<file path="config.mk">
export PLATFORM = sky130hd
export DESIGN_NAME = status_query_frame_responder
export DESIGN_NICKNAME = d
export VERILOG_FILES = /design/src/rtl/sqfr_pkg.sv /design/src/rtl/sqfr_regs.sv /design/src/rtl/sqfr_front.sv /design/src/rtl/sqfr_queue.sv /design/src/rtl/sqfr_back.sv /design/src/rtl/status_query_frame_responder.sv
export SDC_FILE = /design/constraint.sdc
export NUM_CORES = 1
export LEC_CHECK = 0
export ABC_AREA = 1
export BUFFER_PORTS_ARGS = -buffer_cell sky130_fd_sc_hd__buf_2
export CORE_UTILIZATION = 58
export CTS_CLUSTER_DIAMETER = 60
export DETAILED_ROUTE_END_ITERATION = 8
export PLACE_DENSITY = 0.79
export REMOVE_ABC_BUFFERS = 1
export SYNTH_ARGS = -nofsm -noshare
export SYNTH_HDL_FRONTEND = slang
export SYNTH_SLANG_ARGS = --single-unit
export TNS_END_PERCENT = 50
</file>
<file path="constraint.sdc">
create_clock -name clk_i -period 4.9 [get_ports clk_i]
set_input_delay 0 -clock clk_i [delete_from_list [all_inputs] [get_ports clk_i]]
set_output_delay 0 -clock clk_i [all_outputs]
set_load 0.01 [all_outputs]
</file>
<file path="src/rtl/sqfr_pkg.sv">
// Shared types and constants of the status query frame responder.
package sqfr_pkg;

  localparam int unsigned QUERY_BYTES = 6;
  localparam int unsigned STORE_DEPTH = 5;
  localparam int unsigned REPLY_LEN   = 10;
  localparam int unsigned IDX_W       = $clog2(REPLY_LEN);
  localparam int unsigned CNT_W       = 5;
  localparam int unsigned QUEUE_AW    = 1;
  localparam int unsigned QUEUE_DEPTH = 2 ** QUEUE_AW;
  localparam int unsigned ADDR_W      = 5;

  typedef enum logic [2:0] {
    REG_QUERY_HEAD    = 3'd0,
    REG_QUERY_COMMAND = 3'd1,
    REG_REPLY_HEAD    = 3'd2,
    REG_REPLY_COMMAND = 3'd3,
    REG_OWN_VEHICLE   = 3'd4,
    REG_OWN_SEAT      = 3'd5
  } reg_idx_e;

  typedef enum logic [2:0] {
    VERDICT_OK       = 3'd0,
    VERDICT_LENGTH   = 3'd1,
    VERDICT_HEAD     = 3'd2,
    VERDICT_COMMAND  = 3'd3,
    VERDICT_CHECKSUM = 3'd4,
    VERDICT_VEHICLE  = 3'd5,
    VERDICT_SEAT     = 3'd6
  } verdict_e;

  localparam logic CMD_BYTE  = 1'b0;
  localparam logic CMD_ABORT = 1'b1;

  typedef struct packed {
    logic [7:0] query_head;
    logic [7:0] query_command;
    logic [7:0] reply_head;
    logic [7:0] reply_command;
    logic [7:0] own_vehicle;
    logic [7:0] own_seat;
  } cfg_t;

  // One classified frame, handed from the front to the back.
  typedef struct packed {
    verdict_e    verdict;
    logic [7:0]  seq;
    logic [3:0]  pins;
    logic [15:0] good;
    logic [15:0] bad;
  } job_t;

endpackage

</file>
<file path="src/rtl/sqfr_regs.sv">
// Configuration register file behind the APB-style port.
module sqfr_regs
  import sqfr_pkg::*;
(
  input  logic              clk_i,
  input  logic              rst_ni,
  input  logic              psel,
  input  logic              penable,
  input  logic              pwrite,
  input  logic [ADDR_W-1:0] paddr,
  input  logic [31:0]       pwdata,
  output logic [31:0]       prdata,
  output logic              pready,
  output cfg_t              cfg_o
);

  cfg_t     cfg_q, cfg_d;
  reg_idx_e idx;
  logic     wr_en;

  assign pready = 1'b1;
  assign idx    = reg_idx_e'(paddr[ADDR_W-1:2]);
  assign wr_en  = psel && penable && pwrite;

  always_comb begin
    cfg_d = cfg_q;
    if (wr_en) begin
      case (idx)
        REG_QUERY_HEAD:    cfg_d.query_head    = pwdata[7:0];
        REG_QUERY_COMMAND: cfg_d.query_command = pwdata[7:0];
        REG_REPLY_HEAD:    cfg_d.reply_head    = pwdata[7:0];
        REG_REPLY_COMMAND: cfg_d.reply_command = pwdata[7:0];
        REG_OWN_VEHICLE:   cfg_d.own_vehicle   = pwdata[7:0];
        REG_OWN_SEAT:      cfg_d.own_seat      = pwdata[7:0];
        default:           cfg_d = cfg_q;
      endcase
    end
  end

  always_comb begin
    case (idx)
      REG_QUERY_HEAD:    prdata = {24'd0, cfg_q.query_head};
      REG_QUERY_COMMAND: prdata = {24'd0, cfg_q.query_command};
      REG_REPLY_HEAD:    prdata = {24'd0, cfg_q.reply_head};
      REG_REPLY_COMMAND: prdata = {24'd0, cfg_q.reply_command};
      REG_OWN_VEHICLE:   prdata = {24'd0, cfg_q.own_vehicle};
      REG_OWN_SEAT:      prdata = {24'd0, cfg_q.own_seat};
      default:           prdata = 32'd0;
    endcase
  end

  always_ff @(posedge clk_i or negedge rst_ni) begin
    if (!rst_ni) begin
      cfg_q <= '0;
    end else begin
      cfg_q <= cfg_d;
    end
  end

  assign cfg_o = cfg_q;

endmodule

</file>
<file path="src/rtl/sqfr_front.sv">
// Front part: buffers received bytes and classifies each finished frame.
module sqfr_front
  import sqfr_pkg::*;
(
  input  logic        clk_i,
  input  logic        rst_ni,
  input  cfg_t        cfg_i,
  input  logic        accept_i,
  input  logic        cmd_i,
  input  logic [7:0]  rx_byte_i,
  input  logic        frame_end_i,
  input  logic [3:0]  sensor_pins_i,
  output logic        push_o,
  output job_t        job_o
);

  logic [CNT_W-1:0] count_q, count_d;
  logic [7:0]       xor_q, xor_d;
  logic [15:0]      good_q, good_d;
  logic [15:0]      bad_q, bad_d;
  logic [7:0]       store_q [STORE_DEPTH];
  verdict_e         verdict;
  logic             is_byte;

  assign is_byte = accept_i && (cmd_i == CMD_BYTE);
  assign xor_d   = xor_q ^ rx_byte_i;
  assign count_d = (count_q == {CNT_W{1'b1}}) ? count_q : count_q + CNT_W'(1);

  // The first failing check wins; bytes 0..3 are already stored when the length is right.
  always_comb begin
    if (count_d != CNT_W'(QUERY_BYTES))             verdict = VERDICT_LENGTH;
    else if (store_q[0] != cfg_i.query_head)        verdict = VERDICT_HEAD;
    else if (store_q[1] != cfg_i.query_command)     verdict = VERDICT_COMMAND;
    else if (xor_d != 8'd0)                         verdict = VERDICT_CHECKSUM;
    else if (store_q[2] != cfg_i.own_vehicle)       verdict = VERDICT_VEHICLE;
    else if (store_q[3] != cfg_i.own_seat)          verdict = VERDICT_SEAT;
    else                                            verdict = VERDICT_OK;
  end

  assign push_o = is_byte && frame_end_i;
  assign good_d = good_q + 16'd1;
  assign bad_d  = bad_q + 16'd1;

  always_comb begin
    job_o.verdict = verdict;
    job_o.seq     = store_q[4];
    job_o.pins    = sensor_pins_i;
    job_o.good    = (verdict == VERDICT_OK) ? good_d : good_q;
    job_o.bad     = (verdict == VERDICT_OK) ? bad_q : bad_d;
  end

  always_ff @(posedge clk_i or negedge rst_ni) begin
    if (!rst_ni) begin
      count_q <= '0;
      xor_q   <= '0;
      good_q  <= '0;
      bad_q   <= '0;
    end else if (accept_i) begin
      if (cmd_i == CMD_ABORT || frame_end_i) begin
        count_q <= '0;
        xor_q   <= '0;
      end else begin
        count_q <= count_d;
        xor_q   <= xor_d;
      end
      if (push_o) begin
        good_q <= job_o.good;
        bad_q  <= job_o.bad;
      end
    end
  end

  always_ff @(posedge clk_i) begin
    for (int i = 0; i < STORE_DEPTH; i++) begin
      if (is_byte && count_q == CNT_W'(i)) begin
        store_q[i] <= rx_byte_i;
      end
    end
  end

endmodule

</file>
<file path="src/rtl/sqfr_queue.sv">
// Short job queue between the front and the back.
module sqfr_queue
  import sqfr_pkg::*;
(
  input  logic clk_i,
  input  logic rst_ni,
  input  logic push_i,
  input  job_t job_i,
  output logic full_o,
  input  logic pop_i,
  output logic valid_o,
  output job_t job_o
);

  job_t                mem_q [QUEUE_DEPTH];
  logic [QUEUE_AW-1:0] wr_ptr_q, rd_ptr_q;
  logic [QUEUE_AW:0]   fill_q, fill_d;

  assign full_o  = (fill_q == (QUEUE_AW+1)'(QUEUE_DEPTH));
  assign valid_o = (fill_q != '0);
  assign job_o   = mem_q[rd_ptr_q];

  always_comb begin
    fill_d = fill_q;
    if (push_i && !pop_i) fill_d = fill_q + (QUEUE_AW+1)'(1);
    else if (!push_i && pop_i) fill_d = fill_q - (QUEUE_AW+1)'(1);
  end

  always_ff @(posedge clk_i or negedge rst_ni) begin
    if (!rst_ni) begin
      wr_ptr_q <= '0;
      rd_ptr_q <= '0;
      fill_q   <= '0;
    end else begin
      fill_q <= fill_d;
      if (push_i) wr_ptr_q <= wr_ptr_q + QUEUE_AW'(1);
      if (pop_i)  rd_ptr_q <= rd_ptr_q + QUEUE_AW'(1);
    end
  end

  always_ff @(posedge clk_i) begin
    if (push_i) begin
      mem_q[wr_ptr_q] <= job_i;
    end
  end

endmodule

</file>
<file path="src/rtl/sqfr_back.sv">
// Back part: expands each queued job into reply or reject words.
module sqfr_back
  import sqfr_pkg::*;
(
  input  logic        clk_i,
  input  logic        rst_ni,
  input  cfg_t        cfg_i,
  input  logic        job_valid_i,
  input  job_t        job_i,
  output logic        pop_o,
  output logic        valid_o,
  input  logic        ready_i,
  output logic [7:0]  reply_byte_o,
  output logic        reply_last_o,
  output verdict_e    verdict_o,
  output logic [15:0] good_o,
  output logic [15:0] bad_o
);

  logic [IDX_W-1:0] idx_q, idx_d;
  logic             valid_q, valid_d;
  logic [7:0]       byte_q, byte_d;
  logic             last_q, last_d;
  verdict_e         verdict_q;
  logic [15:0]      good_q, bad_q;
  logic             load;
  logic [7:0]       checksum;

  assign load = job_valid_i && (!valid_q || ready_i);

  // Sensor bytes are 0 or 1, so together they add only a parity bit.
  assign checksum = cfg_i.reply_head ^ cfg_i.reply_command ^ cfg_i.own_vehicle
                  ^ cfg_i.own_seat ^ job_i.seq ^ {7'd0, ^(~job_i.pins)};

  always_comb begin
    if (job_i.verdict != VERDICT_OK) begin
      byte_d = 8'd0;
      last_d = 1'b1;
    end else begin
      last_d = (idx_q == IDX_W'(REPLY_LEN - 1));
      case (idx_q)
        4'd0:    byte_d = cfg_i.reply_head;
        4'd1:    byte_d = cfg_i.reply_command;
        4'd2:    byte_d = cfg_i.own_vehicle;
        4'd3:    byte_d = cfg_i.own_seat;
        4'd4, 4'd5, 4'd6, 4'd7:
                 byte_d = {7'd0, ~job_i.pins[idx_q[1:0]]};
        4'd8:    byte_d = job_i.seq;
        4'd9:    byte_d = checksum;
        default: byte_d = 8'd0;
      endcase
    end
  end

  always_comb begin
    pop_o   = load && last_d;
    idx_d   = idx_q;
    valid_d = valid_q;
    if (load) begin
      valid_d = 1'b1;
      idx_d   = last_d ? '0 : idx_q + IDX_W'(1);
    end else if (ready_i) begin
      valid_d = 1'b0;
    end
  end

  always_ff @(posedge clk_i or negedge rst_ni) begin
    if (!rst_ni) begin
      idx_q   <= '0;
      valid_q <= 1'b0;
    end else begin
      idx_q   <= idx_d;
      valid_q <= valid_d;
    end
  end

  always_ff @(posedge clk_i) begin
    if (load) begin
      byte_q    <= byte_d;
      last_q    <= last_d;
      verdict_q <= job_i.verdict;
      good_q    <= job_i.good;
      bad_q     <= job_i.bad;
    end
  end

  assign valid_o      = valid_q;
  assign reply_byte_o = byte_q;
  assign reply_last_o = last_q;
  assign verdict_o    = verdict_q;
  assign good_o       = good_q;
  assign bad_o        = bad_q;

  a_idx_range: assert property (@(posedge clk_i) disable iff (!rst_ni)
    idx_q <= IDX_W'(REPLY_LEN - 1))
    else $error("reply index out of range");

  a_job_held: assert property (@(posedge clk_i) disable iff (!rst_ni)
    idx_q != '0 |-> job_valid_i)
    else $error("job left the queue before its reply was finished");

  a_reject_single: assert property (@(posedge clk_i) disable iff (!rst_ni)
    valid_q && verdict_q != VERDICT_OK |-> last_q && byte_q == 8'd0)
    else $error("reject result is not a single zero word");

  a_pop_on_last: assert property (@(posedge clk_i) disable iff (!rst_ni)
    pop_o |=> valid_q && last_q)
    else $error("job popped without its last word");

endmodule

</file>
<file path="src/rtl/status_query_frame_responder.sv">
// Status query frame responder: checks received query frames and sends replies.
// Input: one byte per cycle while the job queue has room; a frame end enqueues its job.
// Output: the first word follows the end byte through the job queue and the output register,
// then one word per cycle while m_tready is high; a reply is ten words, a reject is one.
// The two-entry job queue sets how many finished frames may wait on the output.
// Reset clears configuration, counters, frame progress, queue and output valid at once.
module status_query_frame_responder
  import sqfr_pkg::*;
(
  input  logic              clk_i,
  input  logic              rst_ni,
  input  logic              psel,
  input  logic              penable,
  input  logic              pwrite,
  input  logic [ADDR_W-1:0] paddr,
  input  logic [31:0]       pwdata,
  output logic [31:0]       prdata,
  output logic              pready,
  input  logic              s_tvalid,
  output logic              s_tready,
  input  logic [15:0]       s_tdata,   // rx_byte[7:0], sensor_pins[11:8], zero[15:12]
  input  logic [0:0]        s_tuser,   // cmd[0]
  input  logic              s_tlast,
  output logic              m_tvalid,
  input  logic              m_tready,
  output logic [39:0]       m_tdata,   // reply_byte[7:0], good_frames[23:8], bad_frames[39:24]
  output logic [2:0]        m_tuser,   // verdict[2:0]
  output logic              m_tlast
);

  cfg_t        cfg;
  logic        accept;
  logic        push, full, pop, job_valid;
  job_t        job_in, job_out;
  logic [7:0]  reply_byte;
  verdict_e    verdict;
  logic [15:0] good, bad;

  assign s_tready = !full;
  assign accept   = s_tvalid && s_tready;

  sqfr_regs u_regs (
    .clk_i   (clk_i),
    .rst_ni  (rst_ni),
    .psel    (psel),
    .penable (penable),
    .pwrite  (pwrite),
    .paddr   (paddr),
    .pwdata  (pwdata),
    .prdata  (prdata),
    .pready  (pready),
    .cfg_o   (cfg)
  );

  sqfr_front u_front (
    .clk_i         (clk_i),
    .rst_ni        (rst_ni),
    .cfg_i         (cfg),
    .accept_i      (accept),
    .cmd_i         (s_tuser[0]),
    .rx_byte_i     (s_tdata[7:0]),
    .frame_end_i   (s_tlast),
    .sensor_pins_i (s_tdata[11:8]),
    .push_o        (push),
    .job_o         (job_in)
  );

  sqfr_queue u_queue (
    .clk_i   (clk_i),
    .rst_ni  (rst_ni),
    .push_i  (push),
    .job_i   (job_in),
    .full_o  (full),
    .pop_i   (pop),
    .valid_o (job_valid),
    .job_o   (job_out)
  );

  sqfr_back u_back (
    .clk_i        (clk_i),
    .rst_ni       (rst_ni),
    .cfg_i        (cfg),
    .job_valid_i  (job_valid),
    .job_i        (job_out),
    .pop_o        (pop),
    .valid_o      (m_tvalid),
    .ready_i      (m_tready),
    .reply_byte_o (reply_byte),
    .reply_last_o (m_tlast),
    .verdict_o    (verdict),
    .good_o       (good),
    .bad_o        (bad)
  );

  assign m_tdata = {bad, good, reply_byte};
  assign m_tuser = verdict;

endmodule
</file>
==> results by group, run 1 <==
GRT
  – Largest net degree at the start of global routing: 54
  – GR Util met3: 3.14%
  – Initial antenna violation count: 0
  – GR Util met1: 35.3%
  – First-pass GRT wire length: 48600 um
  – Total track usage: 25.8%
  – GR Overflow Total: 0
  – Number of global-route vias before repair: 9745
  – Global route hottest layer: met2
  – Routing usage on met2: 42.7%

Pwr
  – Seq pwr share: 46.0%
  – Power density cells: 465 nW/um2
  – Combinational power share: 23.3%
  – Leak Pwr: 6.88 nW
  – Peak supply drop: 0.000269 V
  – NetSw: 0.00221 W
  – Internal power component: 0.00490 W
  – Clk network pwr share: 30.7%
  – Sw Share: 31.1%

Critical path
  – Critical path origin: u_queue.rd_ptr_q
  – Worst path cell trace: mux2i_1 > inv_1 > nor3_1 > clkinv_1 > nor2_1 > nor2_1 > inv_1 > ha_1 > a21oi_1 > o21ai_0 > xor2_1
  – Slowest cell on crit path: dfrtp_1
  – Critical Path RT: 5.32 ns
  – CP Max Fanout: 26
  – CP Class: reg2reg
  – Critical path arrival: 3.88 ns
  – Max incr delay on CP: 1.00 ns
  – R2R Path Start: u_queue.rd_ptr_q
  – Setup crit end kind: flop
  – R2R cell count: 11
  – CP startpoint kind: flop

Finish
  – Most frequent cells in the layout: nand2_1, edfxtp_1, inv_1
  – Final Util: 67.3%
  – Share of cells above drive strength 1: 10.6%
  – Synth-to-Final Area Change: 13.6%
  – Final net count: 1631
  – Cell Count, Final, Fillers Out: 1866
  – Leading cell type in the layout, fill and taps excluded: nand2_1
  – Diode count: 0

STA
  – Clock Skews: 0.0224 ns
  – Setup TNS: 0 ns
  – WHS: 0.0391 ns
  – Post-route clock period utilization: 70.5%
  – Minimum clock period: 3.45 ns
  – RSZ-0062 raised after global routing: false
  – Final hold vios: 0
  – Worst-Margin Slew: 1.21 ns
  – Slew Viols, Final: 0
  – FMAX: 0.289 GHz
  – Setup violations, final: 0
  – Slew HR: 19.2%
  – Final WS setup: 1.45 ns

Clock network
  – Root Buffer: clkbuf_16
  – Clock Tree Buf Depth: 3
  – CTS Buf Count: 29
  – Sink Count: 280
  – H-tree lvl count: 1
  – Hold buffers post-CTS: 26
  – Clk_lat worst skew: 0.55 ns
  – # Post-CTS Setup Buffers: 0
  – CTS tree: yes
  – Cts repair resizes: 0
  – Reg clk slew, reported paths: 0.06 ns

Placed design
  – Buffers on Ports: 85
  – DP Cell Count: 1786
  – DP Wirelength: 20000 um
  – Dpl ws: 1.53 ns
  – GPL Wtd Cong: 0.841

Yosys
  – Main combinational cell family by area after synthesis: simple AND/OR/NAND/NOR gates
  – Share of synthesized cell area in full adder, half adder and majority cells: 1.02%
  – Post-synthesis xor/xnor area fraction: 4.30%
  – Synthesized area: 13500 um2
  – Post-synth EDFFs: 178
  – Synth Flop Type: edfxtp_1
  – Seq/Total Area, Yosys: 58.7%
  – Synth Area in Simple Gates: 22.3%
  – Synthesis-stage register bit count: 280
  – Asr flop ratio synth: 36.4%
  – YS warnings: 0
  – Netlist cell types: 46
  – Mapped Cells: 1444
  – Post-synthesis mux area share: 0.298%
  – Post-synthesis compound-gate area fraction: 5.64%
  – Syn Area/Cell: 9.32 um2

Floorplan
  – Chip height: 154 um
  – Row count: 55
  – I/O Pins: 141
  – CORE AREA: 22700 um2
  – DIE AREA: 23800 um2
  – Width of the die: 154 um
  – Initial Utilization: 59.2%

Run
  – Max Cap Viol: 0

Route
  – DRC Markers: 0
  – Pre-antenna DRT Iters: 5
  – Iter 0 DRT Violations: 897
  – DR vias: 10100
  – Wirelength per Cell: 16.0 um
  – Antenna Nets Post-Route: 0
  – DR vias/cell: 5.41
  – Total wire length: 29900 um

Run status
  – Status: complete, no violations

Worst hold path
  – HP Class: in2async
cell usage after synthesis (2+ instances only):
cell type	instances	share of area, %
a211oi_1	2	0.11
edfxtp_1	178	40
buf_2	4	0.15
nand3b_1	5	0.28
xor2_1	31	2.0
a21oi_1	24	0.89
nand3_1	86	3.2
o22ai_1	13	0.60
nor3_1	8	0.30
inv_2	5	0.14
nor3_2	4	0.30
mux2i_1	4	0.30
nand2_2	3	0.14
clkbuf_1	19	0.53
nor2_4	2	0.17
a221oi_1	6	0.39
inv_1	170	4.7
clkinv_1	2	0.056
a31oi_1	2	0.093
nand2_1	494	14
conb_1	2	0.056
xnor2_1	35	2.3
or2_2	10	0.47
o211ai_1	2	0.11
ha_1	11	1.0
o21ai_1	2	0.074
nor4_1	4	0.19
dfrtp_1	102	19
nor2_1	66	1.8
buf_4	26	1.5
buf_6	6	0.50
o221ai_1	2	0.13
buf_1	4	0.11
and2_1	21	0.98
nand4_1	3	0.14
a22oi_1	7	0.39
nand3_2	2	0.15
a41oi_1	4	0.26
o21ai_0	66	2.5
final cells by class:
| type | count | area (um2) |
|---|---|---|
| Sequential cell | 280 | 7900 |
| Clock buffer | 42 | 815 |
| Fill cell | 1711 | 7430 |
| Clock inverter | 12 | 134 |
| Multi-Input combinational cell | 951 | 4640 |
| Inverter | 177 | 664 |
| Timing Repair Buffer | 119 | 773 |
| Tap cell | 285 | 357 |
critical path, delay by kind of cell, from the launching register on:
kind | cells | cell delay (ns)
flip-flops | 1 | 1.00
AND/OR/NAND/NOR | 3 | 0.79
buffers and inverters | 3 | 0.54
multiplexers | 1 | 0.32
AO/OA/AOI/OAI | 2 | 0.27
adder cells (fa/ha/maj) | 1 | 0.24
XOR/XNOR | 1 | 0.17
layer usage:
layer / up-vias / part of all wire (%)
li1: 4851 / -
met1: 4757 / 42
met2: 418 / 48
met3: 73 / 7.0
met4: 0 / 3.0
met5: - / 0
cell families after synthesis:
family                     count (synthesis)
other                                      2
and+or+nand+nor                          713
DFF                                      280
muxes                                      4
adders and majority gates                 11
buffers and inverters                    236
AOI/OAI and AO/OA                        132
xor gates and xnor gates                  66
per-stage QoR:
stage / instance area [um2] / total power, W
final: 15300 / 0.00710
after global routing: 15300 / 0.00746
after CTS: 15300 / 0.00713
after floorplan: 13200 / 0.00433
after global placement: 14100 / 0.00486
after detailed placement: 14100 / 0.00493
sequential cells by signal, indices dropped and copies added, names as in the netlist:
name,cells
u_queue.mem_q,94
u_regs.cfg_o,48
u_front.store_q,40
u_back.bad_o,16
u_back.good_o,16
u_front.bad_q,16
u_front.good_q,16
u_back.reply_byte_o,8
u_front.xor_q,8
u_front.count_q,5
u_back.idx_q,4
u_back.verdict_o,3
u_queue.fill_q,2
u_back.reply_last_o,1
u_back.valid_o,1
u_queue.rd_ptr_q,1
u_queue.wr_ptr_q,1
power groups by stage:
| stage | Sequential [W] | Combinational (W) | Clock [W] |
|---|---|---|---|
| finish | 0.00327 | 0.00165 | 0.00218 |
| global route | 0.00331 | 0.00186 | 0.00230 |
| CTS | 0.00326 | 0.00166 | 0.00221 |
| detailed placement | 0.00330 | 0.00163 | 0 |
| global placement | 0.00329 | 0.00157 | 0 |
| floorplan | 0.00337 | 0.000953 | 0 |
worst paths after layout:
check	endpoint	slack, ns
worst max-delay path	u_queue.fill_q[1]	1.45
worst min-delay path	u_regs.cfg_o[39]	0.04
worst max register to register	u_queue.fill_q[1]	1.45
worst min register to register	u_queue.mem_q[0][41]	0.45
max in group asynchronous	u_front.bad_q[9]	3.67
min in group clk_i	u_regs.cfg_o[2]	0.05
No activity file was read; power rests on OpenSTA's default activity.
==> run 2: changes to the inputs <==
==> constraint.sdc (replaced) <==
create_clock -name clk_i -period 3.6 [get_ports clk_i]
set_input_delay 0 -clock clk_i [delete_from_list [all_inputs] [get_ports clk_i]]
set_output_delay 0 -clock clk_i [all_outputs]
set_load 0.01 [all_outputs]
==> results by group, run 2 (synthesized netlist as in run 1, its figures left out) <==
Clock network
  – # Post-CTS Setup Buffers: 0 (unchanged)
  – Clk_lat worst skew: 0.54 ns (was 0.55 ns)
  – Root Buffer: clkbuf_16 (unchanged)
  – Sink Count: 280 (unchanged)
  – CTS tree: yes (unchanged)
  – H-tree lvl count: 1 (unchanged)
  – Clock Tree Buf Depth: 3 (unchanged)
  – CTS Buf Count: 28 (was 29)
  – Reg clk slew, reported paths: 0.06 ns (about the same)

Floorplan
  – Initial Utilization: 59.2% (unchanged)
  – Chip height: 154 um (unchanged)
  – Row count: 55 (unchanged)
  – Width of the die: 154 um (unchanged)
  – CORE AREA: 22700 um2 (unchanged)
  – I/O Pins: 141 (unchanged)
  – DIE AREA: 23800 um2 (unchanged)

GRT
  – Number of global-route vias before repair: 9857 (was 9745)
  – Largest net degree at the start of global routing: 49 (was 54)
  – Total track usage: 26.3% (was 25.8%)
  – Initial antenna violation count: 0 (unchanged)
  – First-pass GRT wire length: 49300 um (was 48600 um)
  – GR Overflow Total: 0 (unchanged)

Route
  – Pre-antenna DRT Iters: 5 (unchanged)
  – Antenna Nets Post-Route: 0 (unchanged)
  – Wirelength per Cell: 16.1 um (was 16.0 um)
  – Iter 0 DRT Violations: 823 (was 897)
  – DR vias/cell: 5.43 (was 5.41)
  – DRC Markers: 0 (unchanged)
  – DR vias: 10200 (was 10100)
  – Total wire length: 30200 um (was 29900 um)

Critical path
  – R2R cell count: 11 (unchanged)
  – Reg2reg setup slack: 0.71 ns (was 1.45 ns)
  – CP Max Fanout: 9 (was 26)
  – CP startpoint kind: flop (unchanged)
  – CP Class: reg2reg (unchanged)
  – Critical path arrival: 3.31 ns (was 3.88 ns)
  – Setup crit end kind: flop (unchanged)
  – Critical Path RT: 4.02 ns (was 5.32 ns)
  – R2R Path Start: u_queue.rd_ptr_q (unchanged)
  – Worst r2r dst: u_queue.fill_q[1] (unchanged)

Finish
  – Final net count: 1642 (was 1631)
  – Filler cells: 1684 (was 1711)
  – Largest register FFs: 94 (unchanged)
  – Largest reg by FF count: u_queue.mem_q (unchanged)
  – Synth-to-Final Area Change: 14.0% (was 13.6%)
  – Diode count: 0 (unchanged)
  – Leading cell type in the layout, fill and taps excluded: nand2_1 (unchanged)
  – Cell Count, Final, Fillers Out: 1876 (was 1866)
  – Most frequent cells in the layout: nand2_1, edfxtp_1, inv_1 (unchanged)
  – Share of cells above drive strength 1: 11.4% (was 10.6%)

Pwr
  – Peak supply drop: 0.000405 V (was 0.000269 V)
  – Power density cells: 626 nW/um2 (was 465 nW/um2)
  – Leak Pwr: 6.93 nW (was 6.88 nW)

STA
  – Minimum clock period: 2.89 ns (was 3.45 ns)
  – Final hold vios: 0 (unchanged)
  – Setup violations, final: 0 (unchanged)
  – Post-route clock period utilization: 80.3% (was 70.5%)
  – Worst-Margin Slew: 0.959 ns (was 1.21 ns)
  – Clock Skews: 0.00863 ns (was 0.0224 ns)
  – RSZ-0062 raised after global routing: false (unchanged)
  – Slew HR: 35.8% (was 19.2%)
  – Slew Viols, Final: 0 (unchanged)
  – Final WS setup: 0.710 ns (was 1.45 ns)
  – FMAX: 0.346 GHz (was 0.289 GHz)

Placed design
  – DP Cell Count: 1796 (was 1786)
  – Dpl ws: 0.787 ns (was 1.53 ns)
  – DP Wirelength: 20400 um (was 20000 um)
  – GPL Wtd Cong: 0.888 (was 0.841)
  – Buffers on Ports: 85 (unchanged)

Run status
  – Status: complete, no violations (unchanged)

Worst hold path
  – Hold path cells: 5
  – Hold Crit Start: penable
  – Worst min-delay path endpoint: u_regs.cfg_o[7]
  – HP Class: in2reg (was in2async)

Run
  – Max Cap Viol: 0 (unchanged)
==> run 2: cell count changes in the layout (fill, tap and decap cells not counted), sizes merged <==
cell         before  now
buf              93  104
bufinv            3    0
clkbuf           42   45
clkinv           10    8
clkinvlp          0    1
dlygate4sd3      26   27
inv             176  175
==> run 2: critical path, stage by stage, from the launching register on <==
cell      delay (ns)
dfrtp_1         0.57
mux2i_1         0.24
inv_1           0.10
nor3_1          0.31
clkinv_1        0.36
nor2_1          0.36
nor2_1          0.15
inv_1           0.08
ha_1            0.24
a21oi_1         0.11
o21ai_0         0.11
xor2_1          0.15
==> run 2: power by group <==
| group | internal, W | total, W | leakage [nW] | switching, W |
|---|---|---|---|---|
| registers | 0.00408 | 0.00441 | 3.01 | 0.000327 |
| clock network | 0.00168 | 0.00286 | 0.457 | 0.00118 |
| logic | 0.000812 | 0.00233 | 3.46 | 0.00151 |
==> run 2: metal layers <==
| metal | track usage, % | part of all wire, % | vias to the layer above |
|---|---|---|---|
| li1 | - | - | 4868 |
| met1 | 35.3 | 41 | 4837 |
| met3 | 3.11 | 7.3 | 73 |
| met4 | 9.90 | 3.1 | 0 |
| met5 | 0 | 0 | - |
| met2 | 44.4 | 48 | 414 |
==> run 2: timing repair <==
item	CTS	global route
hold buffers	28	0
hold endpoints to repair	208	0
setup endpoints to repair	0	0
gates resized for setup	0	0
==> run 2: final cells by class <==
cell class / count / area (um2) / area share (%)
multi-input cells: 951 / 4640 / 30.2
repair buffers: 131 / 853 / 5.57
flip-flops and latches: 280 / 7900 / 51.5
well taps: 285 / 357 / 2.33
clock inverters: 7 / 36.3 / 0.237
clock buffers: 45 / 887 / 5.79
inverters: 177 / 664 / 4.33
==> run 2: worst max-delay path by stage <==
stage / start / endpoint / slack (ns) / cells after the start
2_1_floorplan: u_queue.fill_q[0] / u_queue.mem_q[1][0] / -1.80 / 8
3_3_place_gp: u_queue.rd_ptr_q / u_queue.fill_q[1] / 0.88 / 11
3_5_place_dp: u_queue.rd_ptr_q / u_queue.fill_q[1] / 0.79 / 11
4_1_cts: u_queue.rd_ptr_q / u_queue.fill_q[1] / 0.72 / 11
5_1_grt: u_queue.rd_ptr_q / u_queue.fill_q[1] / 0.38 / 11
6_report: u_queue.rd_ptr_q / u_queue.fill_q[1] / 0.71 / 11
==> run 2: per-stage QoR <==
| step | hold slack [ns] | cell area (um2) | TNS [ns] | power (W) | util [%] |
|---|---|---|---|---|---|
| after detailed placement | -0.0351 | 14100 | 0 | 0.00674 | 62.2 |
| final | 0.0519 | 15300 | 0 | 0.00960 | 67.5 |
| after global routing | 0.103 | 15300 | 0 | 0.0101 | 67.5 |
| after CTS | 0.0313 | 15300 | 0 | 0.00965 | 67.5 |
| after floorplan | -0.296 | 13200 | -170.48 | 0.00589 | - |
| after global placement | -0.0360 | 14100 | 0 | 0.00663 | 62.2 |
==> run 3: changes to the inputs <==
--- a/config.mk
+++ b/config.mk
@@ -7,10 +7,10 @@
 export LEC_CHECK = 0
 export ABC_AREA = 1
 export BUFFER_PORTS_ARGS = -buffer_cell sky130_fd_sc_hd__buf_2
-export CORE_UTILIZATION = 58
+export CORE_UTILIZATION = 54
 export CTS_CLUSTER_DIAMETER = 60
 export DETAILED_ROUTE_END_ITERATION = 8
-export PLACE_DENSITY = 0.79
+export PLACE_DENSITY = 0.77
 export REMOVE_ABC_BUFFERS = 1
 export SYNTH_ARGS = -nofsm -noshare
 export SYNTH_HDL_FRONTEND = slang
==> constraint.sdc (replaced) <==
create_clock -name clk_i -period 2.6 [get_ports clk_i]
set_input_delay 0 -clock clk_i [delete_from_list [all_inputs] [get_ports clk_i]]
set_output_delay 0 -clock clk_i [all_outputs]
set_load 0.01 [all_outputs]
==> results by group, run 3 (synthesized netlist as in run 1, its figures left out) <==
Pwr
  – Peak supply drop: 0.000483 V (was 0.000405 V)
  – Sw Share: 31.2% (was 31.5%)
  – Combinational power share: 24.4% (was 24.2%)
  – Internal power component: 0.00936 W (was 0.00658 W)
  – Clk network pwr share: 30.9% (was 29.8%)
  – Leak Pwr: 7.11 nW (was 6.93 nW)
  – Power density cells: 864 nW/um2 (was 626 nW/um2)
  – NetSw: 0.00425 W (was 0.00302 W)
  – Seq pwr share: 44.7% (was 46.0%)

STA
  – Final WS setup: 0.183 ns (was 0.710 ns)
  – Setup TNS: 0 ns (unchanged)
  – Setup violations, final: 0 (unchanged)
  – Worst-Margin Slew: 0.698 ns (was 0.959 ns)
  – Final hold vios: 0 (unchanged)
  – Post-route clock period utilization: 93.0% (was 80.3%)
  – Slew HR: 53.5% (was 35.8%)
  – Clock Skews: 0.0357 ns (was 0.00863 ns)
  – FMAX: 0.414 GHz (was 0.346 GHz)
  – Minimum clock period: 2.42 ns (was 2.89 ns)
  – RSZ-0062 raised after global routing: false (unchanged)
  – Slew Viols, Final: 0 (unchanged)

Critical path
  – Critical path origin: u_regs.cfg_o[1] (was u_queue.rd_ptr_q)
  – Reg2reg setup slack: 0.18 ns (was 0.71 ns)
  – Worst path cell trace: inv_1 > nand2_1 > nand2_1 > nor2_1 > nand2_1 > nor2_1 > nand3b_1 > nand2_2 > nor2_8 > buf_12 > buf_4 > nand2_1 > nand2_1 > nand2_1 (was mux2i_1 > inv_1 > nor3_1 > clkinv_1 > nor2_1 > nor2_1 > inv_1 > ha_1 > a21oi_1 > o21ai_0 > xor2_1)
  – Critical Path End: u_queue.mem_q[1][19] (was u_queue.fill_q[1])
  – Slowest cell on crit path: dfrtp_1 (unchanged)
  – Setup crit end kind: flop (unchanged)
  – CP Class: reg2reg (unchanged)
  – Critical path arrival: 2.74 ns (was 3.31 ns)
  – CP Max Fanout: 11 (was 9)
  – Max incr delay on CP: 0.40 ns (was 0.57 ns)
  – Critical Path RT: 2.93 ns (was 4.02 ns)
  – R2R Path Start: u_regs.cfg_o[1] (was u_queue.rd_ptr_q)
  – CP startpoint kind: flop (unchanged)
  – R2R cell count: 14 (was 11)
  – Most frequent CP cell: nand2_1
  – Worst r2r dst: u_queue.mem_q[1][19] (was u_queue.fill_q[1])

Floorplan
  – CORE AREA: 24400 um2 (was 22700 um2)
  – Width of the die: 160 um (was 154 um)
  – I/O Pins: 141 (unchanged)
  – Chip height: 160 um (was 154 um)
  – Initial Utilization: 55.2% (was 59.2%)
  – DIE AREA: 25500 um2 (was 23800 um2)
  – Row count: 57 (was 55)

Finish
  – Most frequent cells in the layout: nand2_1, edfxtp_1, inv_1 (unchanged)
  – Diode count: 0 (unchanged)
  – Largest register FFs: 94 (unchanged)
  – Design area: 15700 um2 (was 15300 um2)
  – Share of cells above drive strength 1: 13.1% (was 11.4%)
  – Synth-to-Final Area Change: 17.0% (was 14.0%)
  – Leading cell type in the layout, fill and taps excluded: nand2_1 (unchanged)
  – Final Util: 64.6% (was 67.5%)
  – Filler cells: 1873 (was 1684)
  – Cell Count, Final, Fillers Out: 1947 (was 1876)
  – Final net count: 1673 (was 1642)
  – Largest reg by FF count: u_queue.mem_q (unchanged)

Route
  – DRC Markers: 0 (unchanged)
  – Pre-antenna DRT Iters: 5 (unchanged)
  – DR vias: 10200 (about the same)
  – Total wire length: 30100 um (was 30200 um)
  – Iter 0 DRT Violations: 908 (was 823)
  – Wirelength per Cell: 15.4 um (was 16.1 um)
  – Antenna Nets Post-Route: 0 (unchanged)
  – DR vias/cell: 5.26 (was 5.43)

Placed design
  – DP Wirelength: 20900 um (was 20400 um)
  – Buffers on Ports: 85 (unchanged)
  – GPL Wtd Cong: 0.899 (was 0.888)
  – DP Cell Count: 1860 (was 1796)
  – Dpl ws: 0.0973 ns (was 0.787 ns)
  – Placed inst area: 14400 um2 (was 14100 um2)

Run
  – Max Cap Viol: 0 (unchanged)

Run status
  – Status: complete, no violations (unchanged)

GRT
  – First-pass GRT wire length: 48900 um (was 49300 um)
  – Total track usage: 24.1% (was 26.3%)
  – Largest net degree at the start of global routing: 58 (was 49)
  – Number of global-route vias before repair: 9927 (was 9857)
  – GR Overflow Total: 0 (unchanged)
  – Initial antenna violation count: 0 (unchanged)

Clock network
  – Clock Tree Buf Depth: 3 (unchanged)
  – CTS tree: yes (unchanged)
  – H-tree lvl count: 1 (unchanged)
  – Sink Count: 280 (unchanged)
  – Clk_lat worst skew: 0.58 ns (was 0.54 ns)
  – Reg clk slew, reported paths: 0.07 ns (was 0.06 ns)
  – Root Buffer: clkbuf_16 (unchanged)
  – CTS Buf Count: 29 (was 28)

Worst hold path
  – HP Class: in2async (was in2reg)
-- run 3: layer usage --
layer  vias up  routed length [um]  track usage (%)
li1       4932                   -                -
met1      4803               12700             32.3
met2       419               13900             39.3
met3        83                2300             3.53
met4         0                1110             10.3
met5         -                   0                0
-- run 3: power by group through the flow --
stage / logic [W] / clock network [W] / registers [W]
after global routing: 0.00372 / 0.00441 / 0.00615
after floorplan: 0.00180 / 0 / 0.00636
after detailed placement: 0.00326 / 0 / 0.00615
after global placement: 0.00316 / 0 / 0.00611
final: 0.00332 / 0.00420 / 0.00608
after CTS: 0.00333 / 0.00424 / 0.00607
-- run 3: how the worst min path moves through the flow --
stage	end	slack (ns)	cells past startpoint	startpoint
finish	u_front.xor_q[6]	0.003	2	rst_ni
global route	u_front.xor_q[6]	0.08	2	rst_ni
CTS	u_front.xor_q[6]	0.03	2	rst_ni
detailed placement	u_regs.cfg_o[47]	0.07	1	rst_ni
global placement	u_regs.cfg_o[47]	0.07	1	rst_ni
floorplan	u_back.idx_q[0]	-0.30	0	rst_ni
-- run 3: critical path, delay by kind of cell, from the launching register on --
| family | cells | cell delay (ns) |
|---|---|---|
| flops | 1 | 0.40 |
| buf+inv | 3 | 0.42 |
| simple gates | 11 | 1.36 |
-- run 3: repair_timing --
action | 4_1_cts | 5_1_grt
resized for setup | 0 | 3
hold buffers | 29 | 0
setup buffers | 0 | 3
hold endpoints to repair | 174 | 0
setup endpoints to repair | 0 | 19
-- run 3: layout make-up --
class / count / area, um2 / share of cell area, %
timing repair buffer: 160 / 1140 / 7.23
sequential: 280 / 7900 / 50.2
clock inverter: 14 / 164 / 1.04
inverter: 177 / 664 / 4.22
clock buffer: 40 / 817 / 5.19
multi-input combinational: 952 / 4660 / 29.6
tap: 324 / 405 / 2.57
-- run 3: through the flow --
| stage | power (W) | hold slack (ns) |
|---|---|---|
| 4_1_cts | 0.0136 | 0.0256 |
| 2_1_floorplan | 0.00815 | -0.296 |
| 6_report | 0.0136 | 0.00342 |
| 5_1_grt | 0.0143 | 0.0794 |
| 3_5_place_dp | 0.00941 | 0.0656 |
| 3_3_place_gp | 0.00927 | 0.0717 |
